--- src/rtl/yaw_pitch_camera_pose_update_assert.svh ---
// Assertion macros shared by the camera pose RTL.
// Used inside modules that have clk and rst in scope.
`ifndef YAW_PITCH_CAMERA_POSE_UPDATE_ASSERT_SVH
`define YAW_PITCH_CAMERA_POSE_UPDATE_ASSERT_SVH
// Check that an expression holds on every clock edge out of reset.
`define YPCP_ASSERT_ALWAYS(lbl, expr) \
  lbl: assert property (@(posedge clk) disable iff (rst) (expr)) \
    else $error("ypcp check failed");
// Check that a condition in one cycle implies another in the next.
`define YPCP_ASSERT_NEXT(lbl, ante, cons) \
  lbl: assert property (@(posedge clk) disable iff (rst) (ante) |=> (cons)) \
    else $error("ypcp check failed");
`endif

--- src/rtl/ypcp_pkg.sv ---
// Types, constants and the arctangent table of the camera pose block.
// No dependencies.
`default_nettype none
package ypcp_pkg;
  localparam int ANGLE_FRAC   = 7;
  localparam int VEC_FRAC     = 14;
  localparam int CORDIC_STEPS = 16;
  localparam int CORDIC_W     = 34;
  localparam int TURN_I       = 360 << ANGLE_FRAC;
  localparam int PITCH_LIM_I  = 89 << ANGLE_FRAC;

  localparam logic signed [17:0] TURN18     = 18'(TURN_I);
  localparam logic signed [16:0] HALF_TURN  = 17'(TURN_I / 2);
  localparam logic signed [16:0] TURN17     = 17'(TURN_I);
  localparam logic        [15:0] TURN16     = 16'(TURN_I);
  localparam logic signed [16:0] PITCH_LIM  = 17'(PITCH_LIM_I);
  localparam logic signed [15:0] VEC_ONE    = 16'(1 << VEC_FRAC);
  localparam logic signed [CORDIC_W-1:0] DEG90  = 34'sd1509949440;
  localparam logic signed [CORDIC_W-1:0] DEG180 = 34'sd3019898880;
  localparam logic signed [CORDIC_W-1:0] GAIN   = 34'sd652032874;

  localparam logic [2:0] REG_UP_X        = 3'd0;
  localparam logic [2:0] REG_UP_Y        = 3'd1;
  localparam logic [2:0] REG_UP_Z        = 3'd2;
  localparam logic [2:0] REG_START_X     = 3'd3;
  localparam logic [2:0] REG_START_Y     = 3'd4;
  localparam logic [2:0] REG_START_Z     = 3'd5;
  localparam logic [2:0] REG_START_YAW   = 3'd6;
  localparam logic [2:0] REG_START_PITCH = 3'd7;

  typedef enum logic [1:0] {
    CMD_ROTATE    = 2'd0,
    CMD_TRANSLATE = 2'd1,
    CMD_RESTART   = 2'd2,
    CMD_HOLD      = 2'd3
  } cmd_t;

  typedef enum logic [4:0] {
    S_IDLE, S_DECODE, S_CY_GO, S_CY_WAIT, S_CP_GO, S_CP_WAIT,
    S_F0_MUL, S_F0_GET, S_F2_MUL, S_F2_GET, S_SQ_MUL, S_SQ_ACC,
    S_SQRT_GO, S_SQRT_WAIT, S_DIV_GO, S_DIV_WAIT,
    S_CRA_MUL, S_CRA_GET, S_CRB_MUL, S_CRB_GET,
    S_TR_MUL, S_TR_ACC, S_TR_POS, S_DONE
  } state_t;

  // atan(2^-i) in 2^-24 degree
  function automatic logic [31:0] atan_entry(input logic [4:0] i);
    logic [31:0] v;
    case (i)
      5'd0:  v = 32'd754974720;
      5'd1:  v = 32'd445687602;
      5'd2:  v = 32'd235489088;
      5'd3:  v = 32'd119537938;
      5'd4:  v = 32'd60000934;
      5'd5:  v = 32'd30029717;
      5'd6:  v = 32'd15018523;
      5'd7:  v = 32'd7509720;
      5'd8:  v = 32'd3754917;
      5'd9:  v = 32'd1877466;
      5'd10: v = 32'd938734;
      5'd11: v = 32'd469367;
      5'd12: v = 32'd234684;
      5'd13: v = 32'd117342;
      5'd14: v = 32'd58671;
      5'd15: v = 32'd29335;
      5'd16: v = 32'd14668;
      5'd17: v = 32'd7334;
      5'd18: v = 32'd3667;
      5'd19: v = 32'd1833;
      5'd20: v = 32'd917;
      5'd21: v = 32'd458;
      5'd22: v = 32'd229;
      5'd23: v = 32'd115;
      default: v = 32'd0;
    endcase
    return v;
  endfunction
endpackage
`default_nettype wire

--- src/rtl/ypcp_isqrt.sv ---
// Digit-by-digit floor square root of a 64-bit value, one bit pair per cycle.
// Depends on ypcp_pkg.
`default_nettype none
module ypcp_isqrt (
  input  wire logic        clk,
  input  wire logic        rst,
  input  wire logic        start,
  input  wire logic [63:0] radicand,
  output logic             done,
  output logic [31:0]      root
);
  import ypcp_pkg::*;

  logic [63:0] rem_q, res_q, bit_q, trial;
  logic [4:0]  cnt_q;
  logic        run_q, done_q;

  assign trial = res_q + bit_q;

  always_ff @(posedge clk) begin
    if (rst) begin
      run_q  <= 1'b0;
      done_q <= 1'b0;
    end else begin
      done_q <= 1'b0;
      if (start) begin
        run_q <= 1'b1;
      end else if (run_q && cnt_q == 5'd31) begin
        run_q  <= 1'b0;
        done_q <= 1'b1;
      end
    end
  end

  always_ff @(posedge clk) begin
    if (start) begin
      rem_q <= radicand;
      res_q <= '0;
      bit_q <= 64'h4000_0000_0000_0000;
      cnt_q <= '0;
    end else if (run_q) begin
      if (rem_q >= trial) begin
        rem_q <= rem_q - trial;
        res_q <= (res_q >> 1) + bit_q;
      end else begin
        res_q <= res_q >> 1;
      end
      bit_q <= bit_q >> 2;
      cnt_q <= cnt_q + 5'd1;
    end
  end

  assign done = done_q;
  assign root = res_q[31:0];
endmodule
`default_nettype wire

--- config.mk ---
export PLATFORM = sky130hd
export DESIGN_NAME = ypcp_isqrt
export DESIGN_NICKNAME = d
export VERILOG_FILES = /design/src/rtl/yaw_pitch_camera_pose_update_assert.svh /design/src/rtl/ypcp_pkg.sv /design/src/rtl/ypcp_isqrt.sv
export SDC_FILE = /design/constraint.sdc
export NUM_CORES = 1
export LEC_CHECK = 0
export BUFFER_PORTS_ARGS = -buffer_cell sky130_fd_sc_hd__buf_2
export CAP_MARGIN = 15
export CORE_UTILIZATION = 57
export DETAILED_ROUTE_END_ITERATION = 10
export HOLD_SLACK_MARGIN = 0.12
export MAX_ROUTING_LAYER = met4
export PLACE_DENSITY = 0.78
export REMOVE_ABC_BUFFERS = 1
export SETUP_SLACK_MARGIN = 0.1
export SKIP_LAST_GASP = 1
export SLEW_MARGIN = 20
export SYNTH_ARGS = -nofsm -noshare
export SYNTH_HDL_FRONTEND = slang
export SYNTH_SLANG_ARGS = --single-unit
--- constraint.sdc ---
create_clock -name clk -period 6.5 [get_ports clk]
set_clock_uncertainty 0.1 [all_clocks]
set_input_delay 0.975 -clock clk [delete_from_list [all_inputs] [get_ports clk]]
set_output_delay 0.975 -clock clk [all_outputs]
set_load 0.01 [all_outputs]
==> flow_metrics.env <==
export IMPL_cp_required_ns=6.66
export IMPL_fin_cells=2318
export IMPL_yosys_top_cells_count="235 x nand2_1, 187 x nor2_1, 142 x o21ai_0, 133 x a21oi_1, 132 x ha_1"
export IMPL_power_leakage_nw=6.37
export IMPL_grt_pass1_vias=13800
export IMPL_antenna_left=0
export IMPL_clock_sinks=167
export IMPL_async_flop_share=0
export IMPL_max_clock_freq_mhz=164
export IMPL_worstReg2RegStart="res_q[16]"
export IMPL_combPwrFrac=0.564
export IMPL_hp_class="flop to flop"
export IMPL_synth_edf_count=64
export IMPL_rsz0062_at_grt="false"
export IMPL_start_kind="flop"
export IMPL_yosysTopAreaCell="dfxtp_1"
export IMPL_synthTopCellsByArea="dfxtp_1 13%, edfxtp_1 12%, ha_1 11%, nand2_1 5.7%, o21ai_0 4.6%"
export IMPL_dieArea_um2=27900
export IMPL_clkLatencyLatePin_ns=0.45
export IMPL_cp_data_arrival_time_ns=6.25
export IMPL_grt_ovfl_total=0
export IMPL_p_per_area_nw_per_um2=371
export IMPL_routed_wl_mm=44.2
export IMPL_rows=60
export IMPL_die_w_um=167
export IMPL_synth_top_area_frac=0.133
export IMPL_via_count=14900
export IMPL_setup_viol=0
export IMPL_slew_viol_final=0
export IMPL_post_route_min_period_ns=6.09
export IMPL_tightest_slew_ns=0.964
export IMPL_rrSetupSlack_ns=0.41
export IMPL_avgSynthCellArea_um2=7.86
export IMPL_status="complete, no violations"
export IMPL_seq_area_frac_synth=0.256
export IMPL_cp_cell_sequence="ha_1 > a31oi_2 > inv_1 > a2111oi_2 > o21ai_1 > a41oi_1 > o21ai_1 > a21oi_1 > nor2_1 > o21ai_0 > xor2_1 > ha_1 > and3_1 > nand2_1 > or4b_1 > a21oi_1 > nor4_1 > nor2_1 > a31oi_1 > xor2_1 > o21ai_0"
export IMPL_cts_made_buffers=17
export IMPL_remaining_drc_errors=0
export IMPL_crit_buf_inv=1
export IMPL_cap_violations=0
export IMPL_pwr_share_seq=0.261
export IMPL_antenna_found_initial=0
export IMPL_hold_viol=0
export IMPL_drive_gt1_frac=0.0996
export IMPL_cp_slowest_cell="or4b_1"
export IMPL_num_io_pins=100
export IMPL_whs_ns=0.410
export IMPL_p_sw_mw=2.85
export IMPL_dr_pass1_iters=5
export IMPL_place_hpwl_mm=32.6
export IMPL_crit_path_max_incr_delay_ns=0.50
export IMPL_min_delay_path_depth=2
export IMPL_ir_drop_mv=0.205
export IMPL_end_kind="flop"
export IMPL_yosysMostFrequentCell="nand2_1"
export IMPL_synth_cell_types=91
export IMPL_diodes=0
export IMPL_dp_cells=2285
export IMPL_grt_max_degree=114
export IMPL_fillers=2420
export IMPL_core_um2=26900
export IMPL_ys_ff_latch=167
export IMPL_hp_start="res_q[0]"
export IMPL_tritoncts="done"
export IMPL_crit_fanout=8
export IMPL_htree_levels=4
export IMPL_cts_root_buf="clkbuf_16"
export IMPL_numPortBuffers=99
export IMPL_clk_pin_slew_ns=0.08
export IMPL_syn_to_final_growth_pct=6.20
export IMPL_clkPwrFrac=0.176
export IMPL_swShare=0.465
export IMPL_syn_instance_count=1977
export IMPL_holdBufCountCts=0
export IMPL_track_usage=0.323
export IMPL_worstRegToRegCells=21
export IMPL_r2r_end="rem_q[61]"
export IMPL_drt_iter0_drc=1518
export IMPL_p_int_mw=3.28
export IMPL_period_share=0.937
export IMPL_start_util=0.578
export IMPL_routed_via_density=6.43
export IMPL_synth_area_um2=15500
export IMPL_wire_per_inst_um=19.1
export IMPL_slew_headroom=0.357
export IMPL_synth_top_flop_cell="dfxtp_1"
export IMPL_critPathTopFamily="compound AO/OA/AOI/OAI gates"
export IMPL_routabilityCongestion=0.966
export IMPL_nNetsFinal=2164
export IMPL_min_to="res_q[0]"
export IMPL_cts_path_max_buffers=2
export IMPL_worstSetupPathType="flop to flop"
export IMPL_grt_pass1_wl_mm=71.1
export IMPL_synth_warnings=0
export IMPL_die_h_um=167
-- through the flow --
step / total power [mW] / TNS [ns] / utilization / area [um^2] / worst slack, ns
floorplan: 4.07 / -30.84 / - / 14800 / -0.482
global placement: 4.91 / 0 / 0.590 / 15900 / 0.421
detailed placement: 4.96 / 0 / 0.590 / 15900 / 0.417
CTS: 6.06 / 0 / 0.613 / 16500 / 0.361
global route: 6.54 / 0 / 0.614 / 16500 / 0.0865
finish: 6.13 / 0 / 0.614 / 16500 / 0.410
-- flip-flops by register name (all words and copies together), names as in the netlist --
signal and count:
run_q 1, bit_q 32, done 1, rem_q 64, cnt_q 5, res_q 64
-- placed cells by master, fill, tap and decap left out, drive strengths merged, types with 11 or more instances in the layout --
cell type | netlist | layout
nand2 | 235 | 235
nor2 | 188 | 188
o21ai | 175 | 175
a21oi | 135 | 135
ha | 132 | 132
buf | 71 | 113
dfxtp | 103 | 103
xnor2 | 80 | 80
xor2 | 74 | 74
a31oi | 66 | 66
edfxtp | 64 | 64
nand3 | 49 | 49
nand4 | 48 | 48
a21o | 46 | 46
inv | 36 | 43
mux2i | 38 | 38
a211oi | 38 | 38
nor3 | 30 | 30
o21a | 23 | 23
o21bai | 22 | 22
o211ai | 21 | 21
nor4 | 20 | 20
clkbuf | 74 | 18
nor2b | 17 | 17
or3 | 17 | 17
and3 | 15 | 15
o31ai | 13 | 13
and2 | 12 | 12
a31o | 12 | 12
or4 | 11 | 11
-- worst max-delay path by stage --
stage	from	cells past startpoint	slack, ns	end
global placement	res_q[16]	21	0.42	rem_q[61]
CTS	res_q[16]	21	0.36	rem_q[61]
global route	res_q[2]	23	0.09	res_q[12]
finish	res_q[16]	21	0.41	rem_q[61]
floorplan	res_q[8]	19	-0.48	rem_q[0]
detailed placement	res_q[16]	21	0.42	rem_q[61]
-- worst min-delay path: stages (launching register included) --
cell and delay (ns):
dfxtp_1 0.33, nor2_1 0.08, a211oi_1 0.05
-- power by group through the flow --
stage | Clock (mW) | Sequential, mW | Combinational (mW)
after detailed placement | 0 | 1.60 | 3.36
final | 1.08 | 1.60 | 3.46
after global routing | 1.12 | 1.62 | 3.80
after floorplan | 0 | 1.56 | 2.51
after CTS | 1.08 | 1.59 | 3.38
after global placement | 0 | 1.61 | 3.30
-- layout make-up --
cell class / count / area (um^2) / share of cell area
Clock buffer: 18 / 450 / 0.0273
Clock inverter: 14 / 161 / 0.00978
Inverter: 37 / 139 / 0.00841
Multi-Input combinational cell: 1628 / 10700 / 0.648
Sequential cell: 167 / 3990 / 0.242
Tap cell: 341 / 427 / 0.0258
Timing Repair Buffer: 113 / 636 / 0.0385
-- cells by family after synthesis --
family	after synthesis	synth area share
AO/OA/AOI/OAI	631	0.267
XOR/XNOR	154	0.0868
adder cells (fa/ha/maj)	133	0.108
buffers and inverters	182	0.0567
flip-flops	167	0.256
multiplexers	43	0.0281
AND/OR/NAND/NOR	667	0.198
-- repair_timing --
| action | 4_1_cts | 5_1_grt |
|---|---|---|
| setup endpoints to repair | 0 | 100 |
| buffers inserted | 0 | 1 |
| gates resized for setup | 0 | 8 |
-- per-layer routing --
metal	track usage	part of all wire	vias up
met5	-	0	-
met4	0.0886	0.020	0
met3	0.0459	0.069	64
met2	0.500	0.45	585
met1	0.440	0.46	6983
li1	-	-	7264
(Power assumes the default switching activity.)
