===== src/rtl/yaw_pitch_camera_pose_update_assert.svh =====
// Assertion macros shared by the camera pose RTL.
// Used inside modules that have clk and rst in scope.
`ifndef YAW_PITCH_CAMERA_POSE_UPDATE_ASSERT_SVH
`define YAW_PITCH_CAMERA_POSE_UPDATE_ASSERT_SVH
// Check that an expression holds on every clock edge out of reset.
`define YPCP_ASSERT_ALWAYS(lbl, expr) \
  lbl: assert property (@(posedge clk) disable iff (rst) (expr)) \
    else $error("ypcp check failed");
// Check that a condition in one cycle implies another in the next.
`define YPCP_ASSERT_NEXT(lbl, ante, cons) \
  lbl: assert property (@(posedge clk) disable iff (rst) (ante) |=> (cons)) \
    else $error("ypcp check failed");
`endif


===== src/rtl/ypcp_pkg.sv =====
// Types, constants and the arctangent table of the camera pose block.
// No dependencies.
`default_nettype none
package ypcp_pkg;
  localparam int ANGLE_FRAC   = 7;
  localparam int VEC_FRAC     = 14;
  localparam int CORDIC_STEPS = 16;
  localparam int CORDIC_W     = 34;
  localparam int TURN_I       = 360 << ANGLE_FRAC;
  localparam int PITCH_LIM_I  = 89 << ANGLE_FRAC;

  localparam logic signed [17:0] TURN18     = 18'(TURN_I);
  localparam logic signed [16:0] HALF_TURN  = 17'(TURN_I / 2);
  localparam logic signed [16:0] TURN17     = 17'(TURN_I);
  localparam logic        [15:0] TURN16     = 16'(TURN_I);
  localparam logic signed [16:0] PITCH_LIM  = 17'(PITCH_LIM_I);
  localparam logic signed [15:0] VEC_ONE    = 16'(1 << VEC_FRAC);
  localparam logic signed [CORDIC_W-1:0] DEG90  = 34'sd1509949440;
  localparam logic signed [CORDIC_W-1:0] DEG180 = 34'sd3019898880;
  localparam logic signed [CORDIC_W-1:0] GAIN   = 34'sd652032874;

  localparam logic [2:0] REG_UP_X        = 3'd0;
  localparam logic [2:0] REG_UP_Y        = 3'd1;
  localparam logic [2:0] REG_UP_Z        = 3'd2;
  localparam logic [2:0] REG_START_X     = 3'd3;
  localparam logic [2:0] REG_START_Y     = 3'd4;
  localparam logic [2:0] REG_START_Z     = 3'd5;
  localparam logic [2:0] REG_START_YAW   = 3'd6;
  localparam logic [2:0] REG_START_PITCH = 3'd7;

  typedef enum logic [1:0] {
    CMD_ROTATE    = 2'd0,
    CMD_TRANSLATE = 2'd1,
    CMD_RESTART   = 2'd2,
    CMD_HOLD      = 2'd3
  } cmd_t;

  typedef enum logic [4:0] {
    S_IDLE, S_DECODE, S_CY_GO, S_CY_WAIT, S_CP_GO, S_CP_WAIT,
    S_F0_MUL, S_F0_GET, S_F2_MUL, S_F2_GET, S_SQ_MUL, S_SQ_ACC,
    S_SQRT_GO, S_SQRT_WAIT, S_DIV_GO, S_DIV_WAIT,
    S_CRA_MUL, S_CRA_GET, S_CRB_MUL, S_CRB_GET,
    S_TR_MUL, S_TR_ACC, S_TR_POS, S_DONE
  } state_t;

  // atan(2^-i) in 2^-24 degree
  function automatic logic [31:0] atan_entry(input logic [4:0] i);
    logic [31:0] v;
    case (i)
      5'd0:  v = 32'd754974720;
      5'd1:  v = 32'd445687602;
      5'd2:  v = 32'd235489088;
      5'd3:  v = 32'd119537938;
      5'd4:  v = 32'd60000934;
      5'd5:  v = 32'd30029717;
      5'd6:  v = 32'd15018523;
      5'd7:  v = 32'd7509720;
      5'd8:  v = 32'd3754917;
      5'd9:  v = 32'd1877466;
      5'd10: v = 32'd938734;
      5'd11: v = 32'd469367;
      5'd12: v = 32'd234684;
      5'd13: v = 32'd117342;
      5'd14: v = 32'd58671;
      5'd15: v = 32'd29335;
      5'd16: v = 32'd14668;
      5'd17: v = 32'd7334;
      5'd18: v = 32'd3667;
      5'd19: v = 32'd1833;
      5'd20: v = 32'd917;
      5'd21: v = 32'd458;
      5'd22: v = 32'd229;
      5'd23: v = 32'd115;
      default: v = 32'd0;
    endcase
    return v;
  endfunction
endpackage
`default_nettype wire


===== src/rtl/ypcp_div.sv =====
// Restoring divider for the normalize step: 16 quotient bits, one per cycle.
// Depends on ypcp_pkg.
`default_nettype none
module ypcp_div (
  input  wire logic        clk,
  input  wire logic        rst,
  input  wire logic        start,
  input  wire logic [47:0] num,
  input  wire logic [32:0] den,
  output logic             done,
  output logic [15:0]      quo
);
  import ypcp_pkg::*;

  logic [47:0] rem_q, dsh_q;
  logic [15:0] quo_q;
  logic [3:0]  cnt_q;
  logic        run_q, done_q, ge;

  assign ge = rem_q >= dsh_q;

  always_ff @(posedge clk) begin
    if (rst) begin
      run_q  <= 1'b0;
      done_q <= 1'b0;
    end else begin
      done_q <= 1'b0;
      if (start) begin
        run_q <= 1'b1;
      end else if (run_q && cnt_q == 4'd15) begin
        run_q  <= 1'b0;
        done_q <= 1'b1;
      end
    end
  end

  always_ff @(posedge clk) begin
    if (start) begin
      rem_q <= num;
      dsh_q <= {den, 15'b0};
      quo_q <= '0;
      cnt_q <= '0;
    end else if (run_q) begin
      if (ge) begin
        rem_q <= rem_q - dsh_q;
      end
      quo_q <= {quo_q[14:0], ge};
      dsh_q <= dsh_q >> 1;
      cnt_q <= cnt_q + 4'd1;
    end
  end

  assign done = done_q;
  assign quo  = quo_q;
endmodule
`default_nettype wire


===== config.mk =====
export PLATFORM = sky130hd
export DESIGN_NAME = ypcp_div
export DESIGN_NICKNAME = d
export VERILOG_FILES = /design/src/rtl/yaw_pitch_camera_pose_update_assert.svh /design/src/rtl/ypcp_pkg.sv /design/src/rtl/ypcp_div.sv
export SDC_FILE = /design/constraint.sdc
export NUM_CORES = 1
export LEC_CHECK = 0
export BUFFER_PORTS_ARGS = -buffer_cell sky130_fd_sc_hd__buf_4
export CORE_UTILIZATION = 46
export CTS_CLUSTER_SIZE = 40
export DETAILED_ROUTE_END_ITERATION = 8
export PLACE_DENSITY = 0.66
export SETUP_SLACK_MARGIN = 0.2
export SLEW_MARGIN = 15
export SYNTH_ARGS = -nofsm -noshare
export SYNTH_HDL_FRONTEND = slang
export SYNTH_SLANG_ARGS = --single-unit

===== constraint.sdc =====
create_clock -name clk -period 7.8 [get_ports clk]
set_input_delay 0.78 -clock clk [delete_from_list [all_inputs] [get_ports clk]]
set_output_delay 0.78 -clock clk [all_outputs]
set_load 0.02 [all_outputs]

==> summary.md <==
| Metric | Value |
|---|---|
| Run status | `complete, no violations` |
| Die area | `17600 µm²` |
| Internal | `0.00177 W` |
| Syn_area_per_cell | `9.24 µm²` |
| GRT overflow | `0` |
| Post-CTS sizing | `0` |
| Reg clk slew, reported paths | `0.06 ns` |
| Most frequent cells after synthesis | `nand2_1 (93), edfxtp_1 (81), nor2_1 (74)` |
| Layout Utilization | `55.7%` |
| Routed via count | `6409` |
| Row count | `47` |
| Synthesized area | `7860 µm²` |
| RSZ-0062 raised after global routing | `false` |
| Slew margin rel. | `29.1%` |
| Mux cell area share after synthesis | `4.86%` |
| Vias in the first global route | `6388` |
| First-pass GRT wire length | `31300 µm` |
| Max Cap Viol | `0` |
| LEAKAGE | `3.80 nW` |
| Slew Viols, Final | `0` |
| Die height | `133 µm` |
| Reg-to-reg slack, setup | `3.98 ns` |
| Syn-to-layout area delta | `18.0%` |
| Worst setup path end | `rem_q[34]` |
| CTS tree | `done` |
| Vias per Instance | `5.50` |
| Final Hold Fails | `0` |
| I/O pin count | `101` |
| Largest net degree at the start of global routing | `113` |
| Post-synthesis sequential area ratio | `40.4%` |
| Most common cell in the netlist | `nand2_1` |
| GRT Total Usage | `22.5%` |
| Library cells used by synthesis | `73` |
| Root Buffer | `clkbuf_16` |
| Final period util | `49.0%` |
| Post-route ant nets | `0` |
| Pwr per Cell Area | `304 nW/µm²` |
| Slowest cell on crit path | `buf_4` |
| Design Area, Final | `9270 µm²` |
| Post-cts hold buffer count | `0` |
| Yosys Warn Count | `0` |
| Share of cells above drive strength 1 | `17.5%` |
| Share of the synthesized area in the top cell type | `31.0%` |
| CP startpoint | `dsh_q[19]` |
| Syn Inst Count | `850` |
| Residual DRC | `0` |
| EDFF count, synth | `81` |
| Largest family of logic cells by synthesized area | `compound AO/OA/AOI/OAI gates` |
| Worst setup SP type | `flip-flop` |
| Async SR Flop Fraction | `0%` |
| Synth Register Bits | `118` |
| Die width | `133 µm` |
| RD Place Congestion | `0.878` |
| Port buffer count | `100` |
| Fmax | `262 MHz` |
| Antenna violations before repair | `0` |
| Crit path top cell by count | `nor4_1` |
| Finish-stage setup viols | `0` |
| Post-Synth XOR/XNOR Area | `4.12%` |
| Worst path max stage delay | `0.53 ns` |
| H-tree Lvls | `4` |
| Post-DP HPWL | `13400 µm` |
| Crit path max fanout | `31` |
| Final Critical Period | `3.82 ns` |
| CTS buffer count | `17` |
| Yosys top cell by area | `edfxtp_1` |
| Post-route setup TNS | `0 ns` |
| R2R Path Start | `dsh_q[19]` |
| R2R Path End | `rem_q[34]` |
| Critical path capture point type | `flip-flop` |
| Top post-synthesis cells by area | `edfxtp_1 (31%), dfxtp_1 (9.4%), ha_1 (7.8%)` |
| Syn_nets | `984` |
| First drt pass iteration count | `5` |
| Min-delay worst type | `reg2reg` |
| Synth Area in Compound Gates | `20.7%` |
| Area share of and/or/nand/nor cells after synthesis | `15.5%` |
| Clock share of power | `27.6%` |
| CP Cell Sequence | `inv_1 > ha_1 > nand2_1 > or3_1 > or4_1 > nor4_1 > nor4_1 > a21bo_2 > o21ai_4 > buf_4` |
| Post-CTS Setup Bufs | `0` |
| Logic pwr share | `42.5%` |
| Drt wl/cell | `16.2 µm` |
| VDD IR max | `0.192 mV` |
| Final nets | `1066` |
| Slew @ Worst Pin | `1.06 ns` |
| Worst skew pair latency | `0.43 ns` |
| Drt initial violations | `320` |
| Switching share of total power | `37.3%` |
| P_sw | `0.00105 W` |
| Adder-Cell Fraction of Synth Area | `8.06%` |
| Arrival time worst endpoint | `3.89 ns` |
| Core ar. | `16600 µm²` |
| Seq pwr share | `29.9%` |
| # clock sinks | `118` |
| Clk buf depth | `2` |
| Critical Path RT | `7.87 ns` |
| ANT cells | `0` |
| Detailed-route wire length | `18900 µm` |
| Final Skew | `0.00973 ns` |
| Placed standard-cell area | `8680 µm²` |
| Starting Density | `47.2%` |
| Worst-case reg-to-reg path depth | `10` |
| Main synth FF type | `edfxtp_1` |
| Crit Path Class | `reg2reg` |
## worst min-delay path by stage
stage	startpoint	end	slack, ns	cells after the start
after floorplan	cnt_q[3]	done	0.46	2
after global placement	quo[15]	quo[15]	0.48	2
after detailed placement	quo[15]	quo[15]	0.49	2
after CTS	quo[15]	quo[15]	0.51	2
after global routing	rst	run_q	0.52	2
final	quo[15]	quo[15]	0.50	2
## layer usage
| layer | up-vias | wire (µm) | GRT usage, % |
|---|---|---|---|
| li1 | 3252 | - | - |
| met1 | 2988 | 9070 | 29.9 |
| met2 | 149 | 8600 | 35.6 |
| met3 | 20 | 992 | 5.44 |
| met4 | 0 | 255 | 8.05 |
| met5 | - | 0 | 0 |
## critical path, delay by kind of cell, from the launching register on
| kind | cells | cell delay [ns] |
|---|---|---|
| adders and majority gates | 1 | 0.39 |
| DFF | 1 | 0.35 |
| and+or+nand+nor | 5 | 1.39 |
| AOI/OAI and AO/OA | 2 | 0.73 |
| buffers and inverters | 2 | 0.58 |
## cells in the final DEF, fill, tap and decap left out, types with 4 or more instances in the layout
| cell | synthesis | layout |
|---|---|---|
| o21bai_1 | 9 | 9 |
| or3_1 | 6 | 6 |
| buf_4 | 4 | 105 |
| edfxtp_1 | 81 | 81 |
| mux2i_1 | 37 | 37 |
| dfxtp_1 | 37 | 36 |
| nor2_1 | 74 | 73 |
| clkinv_2 | 0 | 4 |
| and3_2 | 4 | 4 |
| clkbuf_16 | 0 | 20 |
| ha_1 | 49 | 49 |
| nor3_1 | 10 | 10 |
| nor2b_1 | 4 | 4 |
| o21ai_0 | 61 | 60 |
| nand3_1 | 10 | 10 |
| xor2_1 | 13 | 13 |
| o211ai_1 | 6 | 6 |
| inv_1 | 66 | 66 |
| xnor2_1 | 24 | 24 |
| a31oi_1 | 7 | 7 |
| a21o_1 | 11 | 11 |
| nor4_1 | 7 | 7 |
| o21a_1 | 9 | 9 |
| nand2_1 | 93 | 93 |
| and3_1 | 6 | 6 |
| nand4_1 | 12 | 12 |
| or2_2 | 5 | 5 |
| a21oi_1 | 63 | 63 |
| o31ai_1 | 5 | 5 |
| and2_1 | 4 | 4 |
| a22o_1 | 32 | 32 |
| a211oi_1 | 7 | 7 |
## stage by stage
| stage | instances | hold slack [ns] | total power, W | setup WS (ns) |
|---|---|---|---|---|
| 3_5_place_dp | 1133 | 0.489 | 0.00203 | 3.97 |
| 3_3_place_gp | 1133 | 0.482 | 0.00202 | 4.05 |
| 2_1_floorplan | 850 | 0.462 | 0.00180 | 1.75 |
| 6_report | 1165 | 0.500 | 0.00282 | 3.98 |
| 5_1_grt | 1165 | 0.520 | 0.00300 | 3.67 |
| 4_1_cts | 1165 | 0.506 | 0.00282 | 3.95 |
## power by group through the flow
| stage | registers (W) | logic (W) | clock network [W] |
|---|---|---|---|
| after floorplan | 0.000850 | 0.000954 | 0 |
| after global placement | 0.000849 | 0.00117 | 0 |
| after detailed placement | 0.000855 | 0.00118 | 0 |
| after CTS | 0.000844 | 0.00119 | 0.000787 |
| after global routing | 0.000854 | 0.00134 | 0.000809 |
| final | 0.000843 | 0.00120 | 0.000777 |
## cells by family (layout without fill, tap and decap cells)
group           Yosys count  in the layout
simple gates            255            255
compound gates          244            244
flops                   118            118
buf+inv                 108            203
fa+ha+maj                50             50
mux                      38             38
xor+xnor                 37             37
## sequential cells by signal, indices dropped and copies added (netlist names)
| name | count |
|---|---|
| dsh_q | 48 |
| rem_q | 48 |
| quo | 16 |
| cnt_q | 4 |
| done | 1 |
| run_q | 1 |
## layout make-up
cell class	instances	area [µm²]
Clock buffer	23	532
Clock inverter	9	56.3
Fill cell	1531	7370
Inverter	66	248
Multi-Input combinational cell	624	4200
Sequential cell	118	3170
Tap cell	220	275
Timing Repair Buffer	105	788
No activity file was read; power rests on OpenSTA's default activity.
