==> config.mk <==
export PLATFORM = sky130hd
export DESIGN_NAME = ypcp_cordic
export DESIGN_NICKNAME = d
export VERILOG_FILES = /design/src/rtl/yaw_pitch_camera_pose_update_assert.svh /design/src/rtl/ypcp_pkg.sv /design/src/rtl/ypcp_cordic.sv
export SDC_FILE = /design/constraint.sdc
export NUM_CORES = 1
export LEC_CHECK = 0
export ABC_AREA = 1
export BUFFER_PORTS_ARGS = -buffer_cell sky130_fd_sc_hd__buf_2
export CORE_MARGIN = 2
export CORE_UTILIZATION = 54
export DETAILED_ROUTE_END_ITERATION = 6
export PLACE_DENSITY_LB_ADDON = 0.25
export SLEW_MARGIN = 10
export SYNTH_ARGS = -nofsm -noshare
export SYNTH_HDL_FRONTEND = slang
export SYNTH_SLANG_ARGS = --single-unit
==> constraint.sdc <==
create_clock -name clk -period 9.7 [get_ports clk]
set_input_delay 0.97 -clock clk [delete_from_list [all_inputs] [get_ports clk]]
set_output_delay 0.97 -clock clk [all_outputs]
set_load 0.05 [all_outputs]
==> src/rtl/yaw_pitch_camera_pose_update_assert.svh <==
// Assertion macros shared by the camera pose RTL.
// Used inside modules that have clk and rst in scope.
`ifndef YAW_PITCH_CAMERA_POSE_UPDATE_ASSERT_SVH
`define YAW_PITCH_CAMERA_POSE_UPDATE_ASSERT_SVH
// Check that an expression holds on every clock edge out of reset.
`define YPCP_ASSERT_ALWAYS(lbl, expr) \
  lbl: assert property (@(posedge clk) disable iff (rst) (expr)) \
    else $error("ypcp check failed");
// Check that a condition in one cycle implies another in the next.
`define YPCP_ASSERT_NEXT(lbl, ante, cons) \
  lbl: assert property (@(posedge clk) disable iff (rst) (ante) |=> (cons)) \
    else $error("ypcp check failed");
`endif

==> src/rtl/ypcp_pkg.sv <==
// Types, constants and the arctangent table of the camera pose block.
// No dependencies.
`default_nettype none
package ypcp_pkg;
  localparam int ANGLE_FRAC   = 7;
  localparam int VEC_FRAC     = 14;
  localparam int CORDIC_STEPS = 16;
  localparam int CORDIC_W     = 34;
  localparam int TURN_I       = 360 << ANGLE_FRAC;
  localparam int PITCH_LIM_I  = 89 << ANGLE_FRAC;

  localparam logic signed [17:0] TURN18     = 18'(TURN_I);
  localparam logic signed [16:0] HALF_TURN  = 17'(TURN_I / 2);
  localparam logic signed [16:0] TURN17     = 17'(TURN_I);
  localparam logic        [15:0] TURN16     = 16'(TURN_I);
  localparam logic signed [16:0] PITCH_LIM  = 17'(PITCH_LIM_I);
  localparam logic signed [15:0] VEC_ONE    = 16'(1 << VEC_FRAC);
  localparam logic signed [CORDIC_W-1:0] DEG90  = 34'sd1509949440;
  localparam logic signed [CORDIC_W-1:0] DEG180 = 34'sd3019898880;
  localparam logic signed [CORDIC_W-1:0] GAIN   = 34'sd652032874;

  localparam logic [2:0] REG_UP_X        = 3'd0;
  localparam logic [2:0] REG_UP_Y        = 3'd1;
  localparam logic [2:0] REG_UP_Z        = 3'd2;
  localparam logic [2:0] REG_START_X     = 3'd3;
  localparam logic [2:0] REG_START_Y     = 3'd4;
  localparam logic [2:0] REG_START_Z     = 3'd5;
  localparam logic [2:0] REG_START_YAW   = 3'd6;
  localparam logic [2:0] REG_START_PITCH = 3'd7;

  typedef enum logic [1:0] {
    CMD_ROTATE    = 2'd0,
    CMD_TRANSLATE = 2'd1,
    CMD_RESTART   = 2'd2,
    CMD_HOLD      = 2'd3
  } cmd_t;

  typedef enum logic [4:0] {
    S_IDLE, S_DECODE, S_CY_GO, S_CY_WAIT, S_CP_GO, S_CP_WAIT,
    S_F0_MUL, S_F0_GET, S_F2_MUL, S_F2_GET, S_SQ_MUL, S_SQ_ACC,
    S_SQRT_GO, S_SQRT_WAIT, S_DIV_GO, S_DIV_WAIT,
    S_CRA_MUL, S_CRA_GET, S_CRB_MUL, S_CRB_GET,
    S_TR_MUL, S_TR_ACC, S_TR_POS, S_DONE
  } state_t;

  // atan(2^-i) in 2^-24 degree
  function automatic logic [31:0] atan_entry(input logic [4:0] i);
    logic [31:0] v;
    case (i)
      5'd0:  v = 32'd754974720;
      5'd1:  v = 32'd445687602;
      5'd2:  v = 32'd235489088;
      5'd3:  v = 32'd119537938;
      5'd4:  v = 32'd60000934;
      5'd5:  v = 32'd30029717;
      5'd6:  v = 32'd15018523;
      5'd7:  v = 32'd7509720;
      5'd8:  v = 32'd3754917;
      5'd9:  v = 32'd1877466;
      5'd10: v = 32'd938734;
      5'd11: v = 32'd469367;
      5'd12: v = 32'd234684;
      5'd13: v = 32'd117342;
      5'd14: v = 32'd58671;
      5'd15: v = 32'd29335;
      5'd16: v = 32'd14668;
      5'd17: v = 32'd7334;
      5'd18: v = 32'd3667;
      5'd19: v = 32'd1833;
      5'd20: v = 32'd917;
      5'd21: v = 32'd458;
      5'd22: v = 32'd229;
      5'd23: v = 32'd115;
      default: v = 32'd0;
    endcase
    return v;
  endfunction
endpackage
`default_nettype wire

==> src/rtl/ypcp_cordic.sv <==
// Iterative rotation-mode CORDIC: one micro-rotation per cycle.
// Depends on ypcp_pkg.
`default_nettype none
module ypcp_cordic (
  input  wire logic               clk,
  input  wire logic               rst,
  input  wire logic               start,
  input  wire logic signed [16:0] angle,
  output logic                    done,
  output logic signed [31:0]      cos_out,
  output logic signed [31:0]      sin_out
);
  import ypcp_pkg::*;

  logic signed [CORDIC_W-1:0] x_q, y_q, z_q, z_in, z_fold, dx, dy, at, xo, yo;
  logic [4:0] step_q;
  logic       run_q, done_q, neg_q, neg_in;

  always_comb begin
    z_in   = {angle, 17'b0};
    neg_in = 1'b0;
    z_fold = z_in;
    if (z_in > DEG90) begin
      z_fold = z_in - DEG180;
      neg_in = 1'b1;
    end else if (z_in < -DEG90) begin
      z_fold = z_in + DEG180;
      neg_in = 1'b1;
    end
    dx = y_q >>> step_q;
    dy = x_q >>> step_q;
    at = signed'({2'b00, atan_entry(step_q)});
    xo = neg_q ? -x_q : x_q;
    yo = neg_q ? -y_q : y_q;
  end

  always_ff @(posedge clk) begin
    if (rst) begin
      run_q  <= 1'b0;
      done_q <= 1'b0;
    end else begin
      done_q <= 1'b0;
      if (start) begin
        run_q <= 1'b1;
      end else if (run_q && step_q == 5'(CORDIC_STEPS - 1)) begin
        run_q  <= 1'b0;
        done_q <= 1'b1;
      end
    end
  end

  always_ff @(posedge clk) begin
    if (start) begin
      x_q    <= GAIN;
      y_q    <= '0;
      z_q    <= z_fold;
      neg_q  <= neg_in;
      step_q <= '0;
    end else if (run_q) begin
      if (z_q >= 0) begin
        x_q <= x_q - dx;
        y_q <= y_q + dy;
        z_q <= z_q - at;
      end else begin
        x_q <= x_q + dx;
        y_q <= y_q - dy;
        z_q <= z_q + at;
      end
      step_q <= step_q + 5'd1;
    end
  end

  assign done    = done_q;
  assign cos_out = xo[31:0];
  assign sin_out = yo[31:0];
endmodule
`default_nettype wire

==> summary.txt, run 1 <==
Worst setup slack after layout: 3.366 ns
Leakage: 0.009401 uW
Die Width: 186.0 um
Grt ovf: 0
Crit end category: register
WP buf/inv: 6
Area growth from synthesis to layout: 6.724%
Max rail drop VDD: 0.3691 mV
Pre-CTS setup slack: 3.586 ns
Area leader, netlist: nand2_1
R2r setup slk: 3.37 ns
Initial core utilization: 54.96%
Max H-tree Level: 4
Worst hold path class: register to register
Postcts setup bufs: 0
Post-DP HPWL: 47.97 mm
Crit path largest cell delay: 0.67 ns
Maxcap violations: 0
Total CTS buffers: 17
Synth async-reset ratio: 0%
Final #Nets: 3107
Placed Instances: 3390
Share of layout cells above drive strength 1: 7.987%
Routing usage on met3: 6.378%
Die height: 186.0 um
CP Depth: 32
Via count: 20350
Cells after Synth: 2957
Max FO, Critical Path: 71
Measured slew at the worst slew-check pin: 1.219 ns
GR Util met2: 58.75%
Most used DFF post-synth: dfxtp_1
Sequential area share after synthesis: 17.63%
Delay-heaviest family, CP: simple AND/OR/NAND/NOR gates
Period utilization: 65.30%
Root buf cell: clkbuf_16
Pwr Total: 8156 uW
CP Class: register to register
DRT Wirelength: 63.32 mm
Status: finished clean
Post-synth cell types: 62
Worst Setup SP: step_q[0]
Reg-to-Reg Start: step_q[0]
Met1 usage: 47.67%
CTS clk-pin slew, worst paths: 0.07 ns
RSZ-0062 raised after global routing: false
Cell Area, Synth: 0.01788 mm2
Max Clock Skew: 0.01132 ns
Drt wl/cell: 18.50 um
Initial antenna violation count: 0
Detail Route Antenna Nets: 0
Core area: 0.03254 mm2
Synth top area share: 15.51%
Critical Path AT: 6.69 ns
Fmax: 0.1579 GHz
I/O Buffers: 84
Synthesized area per cell: 6.047 um2
Setup Viol. Count Final: 0
FF+latch count, synth: 140
Final design utilization: 58.65%
Clock Sinks: 140
IO Pins: 85
Final Slew Violations: 0
Number of flops mapped to enable cells by yosys: 35
Worst path slowest cell: inv_2
Worst-skew pair later-pin latency: 0.47 ns
Setup crit start kind: register
Mapped Nets: 3097
All-Layer GR Usage: 36.51%
Most frequent cells after synthesis: nand2_1, nand3_1, inv_1
Worst Reg2Reg Path Length in Cells: 32
Largest net degree at the start of global routing: 72
Die Area: 0.03458 mm2
DR DRC count: 0
GPL Wtd Cong: 0.9773
Final worst path period need: 6.334 ns
Finished Layout Cells: 3422
Core Rows: 66
Setup TNS: 0 ns
Pwr Density: 427.4 mW/mm2
R2r endpoint: x_q[31]
1st-pass router iterations: 6
DR iter-0 viols: 2144
Vias in the first global route: 18550
Post-CTS Hold Fix Bufs: 0
Synth area leaders: nand2_1, nand3_1, dfxtp_1, ha_1, xor2_1
CTS tree: yes
Worst slew margin: 18.72%
Post-cts resize count: 0
GR peak layer: met2
Layout fillers: 3303
YS warnings: 0
Final hold vios: 0
Most common cell in the netlist: nand2_1
Max clock buf depth: 2
Vias per std cell: 5.946
First-pass GRT wire length: 99.19 mm
Req. time, crit path: 10.06 ns
Critical path destination: x_q[31]
Ant diodes: 0
CP dominant cell by count: nand2_1
-- logic make-up after synthesis --
group | Yosys count | share of synthesized area, %
AND/OR/NAND/NOR | 1603 | 39.25
XOR/XNOR | 194 | 9.502
AO/OA/AOI/OAI | 491 | 15.88
buffers and inverters | 409 | 9.209
adder cells (fa/ha/maj) | 120 | 8.523
flip-flops | 140 | 17.63
-- placed cells by master (no fill, tap or decap), types with 19 or more instances in the layout --
cell,Yosys,routed
xor2_1,132,132
buf_2,35,84
nor3_1,38,38
buf_4,6,22
dfxtp_1,105,101
nand2_2,22,22
nand2_1,739,739
inv_1,273,272
a21oi_1,177,177
or2_2,19,19
edfxtp_1,35,35
nor2_1,250,248
inv_2,17,19
xnor2_1,62,62
ha_1,117,117
o21ai_0,138,138
nand3_1,466,466
a31oi_1,24,24
o22ai_1,36,36
-- flip-flops by register name (all words and copies together) (netlist names) --
name and flops:
at 30, z_q 34, done 1, neg_q 1, y_q 34, x_q 34
run_q 1, step_q 5
-- per-stage QoR --
stage          instance area (um2)  hold WS (ns)
3_5_place_dp                 18490        0.4451
6_report                     19080        0.4530
4_1_cts                      19080        0.4550
5_1_grt                      19080        0.4658
3_3_place_gp                 18490        0.4292
2_1_floorplan                17880        0.4617
-- per-layer routing --
metal / wire, um / part of all wire, % / vias to the layer above
met3: 5478 / 8.7 / 140
met5: 0 / 0 / -
met4: 2565 / 4.1 / 0
li1: - / - / 9956
met1: 26760 / 42 / 9340
met2: 28510 / 45 / 912
-- power by group --
part           switching, uW  total [uW]  internal (uW)
Sequential               324        1140            811
Clock                    343         689            346
Combinational           4210        6330           2120
-- worst min-delay path by stage --
stage | from | to | slack (ns) | cells past startpoint
2_1_floorplan | y_q[32] | y_q[32] | 0.46 | 2
6_report | run_q | done | 0.45 | 2
5_1_grt | run_q | done | 0.47 | 2
3_3_place_gp | run_q | done | 0.43 | 2
3_5_place_dp | run_q | done | 0.45 | 2
4_1_cts | run_q | done | 0.46 | 2
-- layout make-up --
class	instances	area [um2]	share of cell area [%]
clock buffers	17	425.4	2.229
clock inverters	15	166.4	0.8720
inverters	294	1104	5.783
multi-input cells	2408	13090	68.60
flip-flops and latches	140	3158	16.55
well taps	442	553.0	2.898
repair buffers	106	585.6	3.068
-- tightest hold or removal path, delay by kind of cell (launching register included) --
kind | cells | cell delay [ns]
and+or+nand+nor | 2 | 0.10
DFF | 1 | 0.32
No activity file was read; power rests on OpenSTA's default activity.
==> run 2, diff against run 1 <==
==> constraint.sdc (replaced) <==
create_clock -name clk -period 5.95 [get_ports clk]
set_input_delay 0.595 -clock clk [delete_from_list [all_inputs] [get_ports clk]]
set_output_delay 0.595 -clock clk [all_outputs]
set_load 0.05 [all_outputs]
==> run 2 against run 1 <==
  * Final area increased by 0.59%
  * Register-to-register slack got worse by 2.8 ns
  * Non-clock buffer count increased by 11
  * Clock skew decreased by 0.0012 ns
  * Global-route usage increased by 0.077 points
  * Cell count increased by 0.32%
  * Clock-buffer cell count unchanged
  * Core utilization increased by 0.35 points
  * Flip-flop and latch count unchanged
  * Via count increased by 0.38%
  * Largest cell class unchanged
==> summary.txt, run 2 (synthesis gave the netlist of run 1 again) <==
All-Layer GR Usage: 36.58%
Leakage: 0.009465 uW
Setup TNS: 0 ns
Max clock buf depth: 2
Post-CTS Hold Fix Bufs: 0
First-pass GRT wire length: 99.33 mm
Max FO, Critical Path: 70
Setup Viol. Count Final: 0
Worst-skew pair later-pin latency: 0.46 ns
Initial core utilization: 54.96%
RSZ-0062 raised after global routing: false
Largest registers: x_q (34), y_q (34), z_q (34)
Setup crit start kind: register
Worst path slowest cell: buf_4
Vias in the first global route: 18830
GPL Wtd Cong: 1.032
Crit end category: register
Max Clock Skew: 0.01010 ns
Critical Path AT: 5.74 ns
1st-pass router iterations: 7
Share of layout cells above drive strength 1: 8.325%
DR iter-0 viols: 2236
I/O Buffers: 84
Clock Sinks: 140
Period utilization: 90.47%
Ant diodes: 0
Postcts setup bufs: 0
Root buf cell: clkbuf_16
Post-DP HPWL: 48.40 mm
Measured slew at the worst slew-check pin: 0.7874 ns
Vias per std cell: 5.950
Worst hold path class: input pin to register
Final design utilization: 59.00%
Detail Route Antenna Nets: 0
Largest net degree at the start of global routing: 71
CP dominant cell by count: nand2_1
Max rail drop VDD: 0.5357 mV
Core Rows: 66
Final hold vios: 0
CTS tree: yes
Fmax: 0.1858 GHz
Core area: 0.03254 mm2
Total CTS buffers: 17
Crit path largest cell delay: 0.59 ns
CTS clk-pin slew, worst paths: 0.08 ns
Initial antenna violation count: 0
Die Area: 0.03458 mm2
Area growth from synthesis to layout: 7.354%
Die height: 186.0 um
Worst slew margin: 47.50%
Pwr Total: 13300 uW
Commonest non-fill, non-tap cells in the layout: nand2_1, nand3_1, inv_1, nor2_1, a21oi_1
Max H-tree Level: 4
Status: finished clean
Via count: 20430
Pwr Density: 692.8 mW/mm2
Drt wl/cell: 18.33 um
Final worst path period need: 5.383 ns
Final #Nets: 3118
Req. time, crit path: 6.31 ns
Die Width: 186.0 um
Commonest non-fill, non-tap cell in the layout: nand2_1
Grt ovf: 0
DRT Wirelength: 62.93 mm
IO Pins: 85
Final Slew Violations: 0
Maxcap violations: 0
CP Class: register to register
Post-cts resize count: 0
DR DRC count: 0
[run 2: cell type report]
| cell class | count | area (um2) |
|---|---|---|
| Fill cell | 3347 | 13340 |
| Tap cell | 442 | 553.0 |
| Sequential cell | 140 | 3158 |
| Clock buffer | 17 | 425.4 |
| Timing Repair Buffer | 117 | 693.2 |
| Clock inverter | 15 | 171.4 |
| Multi-Input combinational cell | 2408 | 13090 |
| Inverter | 294 | 1104 |
[run 2: per-stage QoR]
step | area [um2] | setup slack [ns] | std cells | hold WS, ns
after detailed placement | 18600 | 0.6937 | 3401 | 0.5773
after floorplan | 17880 | 1.614 | 2957 | 0.4617
after global placement | 18600 | 0.8139 | 3401 | 0.5731
final | 19200 | 0.5672 | 3433 | 0.3088
after global routing | 19200 | 0.08822 | 3433 | 0.3104
after CTS | 19200 | 0.6781 | 3433 | 0.2963
[run 2: worst paths after layout]
path             start       to  slack [ns]  depth (start not counted)
min                rst     done        0.31                          2
max reg2reg  step_q[0]  y_q[32]        0.57                         27
min reg2reg    y_q[32]  y_q[32]        0.59                          2
max          step_q[0]  y_q[32]        0.57                         27
[run 2: metal layers]
metal,track usage [%],part of all wire [%],up-vias
met2,59.21,45,970
met4,14.08,3.7,0
met5,0,0,-
met1,48.17,42,9324
li1,-,-,9996
met3,6.711,9.1,136
[run 2: worst max-delay path, delay by kind of cell (launching register included)]
family	cells	cell delay (ns)
compound gates	5	1.39
simple gates	18	2.10
fa+ha+maj	2	0.80
buf+inv	2	0.66
flops	1	0.33
[run 2: power by group]
part           internal (uW)  switching [uW]
logic                   3490            6860
registers               1320             507
clock network            564             549
==> run 3, diff against run 2 <==
--- a/config.mk
+++ b/config.mk
@@ -7,6 +7,7 @@
 export LEC_CHECK = 0
 export ABC_AREA = 1
 export BUFFER_PORTS_ARGS = -buffer_cell sky130_fd_sc_hd__buf_2
+export CORE_ASPECT_RATIO = 0.6
 export CORE_MARGIN = 2
 export CORE_UTILIZATION = 54
 export DETAILED_ROUTE_END_ITERATION = 6
==> run 3 against run 2 <==
  * Sequential power is essentially flat
  * Global-route usage grew 1.7 points
  * Sequential share of layout area hardly changed
  * First-iteration DRC count up 27%
  * Clock skew grew 0.010 ns
  * Via count up 2.1%
  * Final area did not move
  * Flip-flop and latch count unchanged
  * Critical path depth decreased by 1
  * Core utilization about the same
  * Worst hold slack improved by 0.023 ns
  * Non-clock buffer count is 1 lower
  * Critical path type unchanged
  * Critical endpoint is now x_q[31]
==> summary.txt, run 3 (synthesis gave the netlist of run 1 again) <==
Die height: 145.0 um
Worst-skew pair later-pin latency: 0.47 ns
Period utilization: 94.67%
Post-DP HPWL: 52.85 mm
DR DRC count: 0
I/O Buffers: 84
Status: finished clean
Critical Path AT: 6.02 ns
Leakage: 0.009469 uW
Die Width: 238.9 um
Clock Sinks: 140
Post-CTS Hold Fix Bufs: 0
Final hold vios: 0
Max rail drop VDD: 0.7633 mV
CP dominant cell by count: nand2_1
CP Class: register to register
Layout fillers: 3271
GR Util met2: 49.90%
Area growth from synthesis to layout: 7.354%
All-Layer GR Usage: 38.28%
Max H-tree Level: 4
Setup Viol. Count Final: 0
Largest registers: x_q (34), y_q (34), z_q (34)
RSZ-0062 raised after global routing: false
Reg area: 0.003157 mm2
Initial antenna violation count: 1
Grt ovf: 0
CTS tree: yes
Commonest non-fill, non-tap cell in the layout: nand2_1
Setup crit start kind: register
Post-cts resize count: 0
GR peak layer: met1
Final worst path period need: 5.633 ns
DR iter-0 viols: 2835
Maxcap violations: 0
Worst hold path class: input pin to register
Setup TNS: 0 ns
Largest net degree at the start of global routing: 75
Vias per std cell: 6.106
Final Slew Violations: 0
Req. time, crit path: 6.34 ns
Vias in the first global route: 18270
Routing usage on met3: 11.40%
Max FO, Critical Path: 20
CTS clk-pin slew, worst paths: 0.07 ns
GPL Wtd Cong: 1.018
Commonest non-fill, non-tap cells in the layout: nand2_1, nand3_1, inv_1, nor2_1, a21oi_1
Postcts setup bufs: 0
1st-pass router iterations: 6
Post-route cell area: 0.01920 mm2
Measured slew at the worst slew-check pin: 1.117 ns
IO Pins: 85
Final #Nets: 3117
Ant diodes: 0
Detail Route Antenna Nets: 0
Max clock buf depth: 2
Worst path slowest cell: clkinv_1
Crit path largest cell delay: 0.68 ns
First-pass GRT wire length: 104.3 mm
Delay-heaviest family, CP: simple AND/OR/NAND/NOR gates
Share of layout cells above drive strength 1: 8.261%
Max Clock Skew: 0.02050 ns
DRT Wirelength: 67.63 mm
Worst slew margin: 25.51%
WP buf/inv: 4
Core area: 0.03254 mm2
Root buf cell: clkbuf_16
Crit end category: register
Drt wl/cell: 19.81 um
Via count: 20850
Fmax: 0.1775 GHz
Die Area: 0.03463 mm2
Area occupied by multi-input gates: 0.01309 mm2
Met1 usage: 60.81%
Placed Area: 0.01859 mm2
Pwr Density: 716.8 mW/mm2
Initial core utilization: 54.94%
Core Rows: 51
Total CTS buffers: 17
## run 3: changes by cell type in the layout (fill, tap and decap cells not counted), sizes merged
cell,delta
buf,-1
clkinv,-1
clkinvlp,+1
## run 3: power by group
group	total (uW)	switching, uW	internal [uW]
sequential	1860	541	1320
combinational	10800	7260	3510
clock	1130	566	566
## run 3: metal layers
metal / part of all wire [%] / wire [um] / up-vias
met5: 0.019 / 13 / -
met4: 1.2 / 842 / 2
met3: 13 / 9092 / 87
met2: 37 / 25220 / 1134
met1: 48 / 32460 / 9637
li1: - / - / 9985
## run 3: worst paths after layout
kind | startpoint | endpoint | slack (ns) | cells past startpoint
worst max-delay path | step_q[4] | x_q[31] | 0.32 | 26
worst min-delay path | rst | done | 0.33 | 2
worst max register to register | step_q[4] | x_q[31] | 0.32 | 26
worst min register to register | y_q[32] | y_q[32] | 0.55 | 2
## run 3: layout make-up
| cell class | instances | share of cell area [%] |
|---|---|---|
| clock buffer | 17 | 2.216 |
| clock inverter | 15 | 0.8865 |
| inverter | 294 | 5.768 |
| multi-input combinational | 2408 | 68.20 |
| sequential | 140 | 16.45 |
| tap | 424 | 2.764 |
| timing repair buffer | 116 | 3.722 |
## run 3: metrics by stage
stage,util (%),worst slack (ns),hold WS [ns],power (uW),std cells
after CTS,58.96,0.4945,0.3189,13430,3414
after detailed placement,57.13,0.5733,0.5226,12230,3382
after global routing,58.99,0.03220,0.3279,14840,3414
after floorplan,-,1.614,0.4617,9603,2957
final,58.99,0.3171,0.3319,13760,3414
after global placement,57.13,0.6404,0.5298,12090,3382
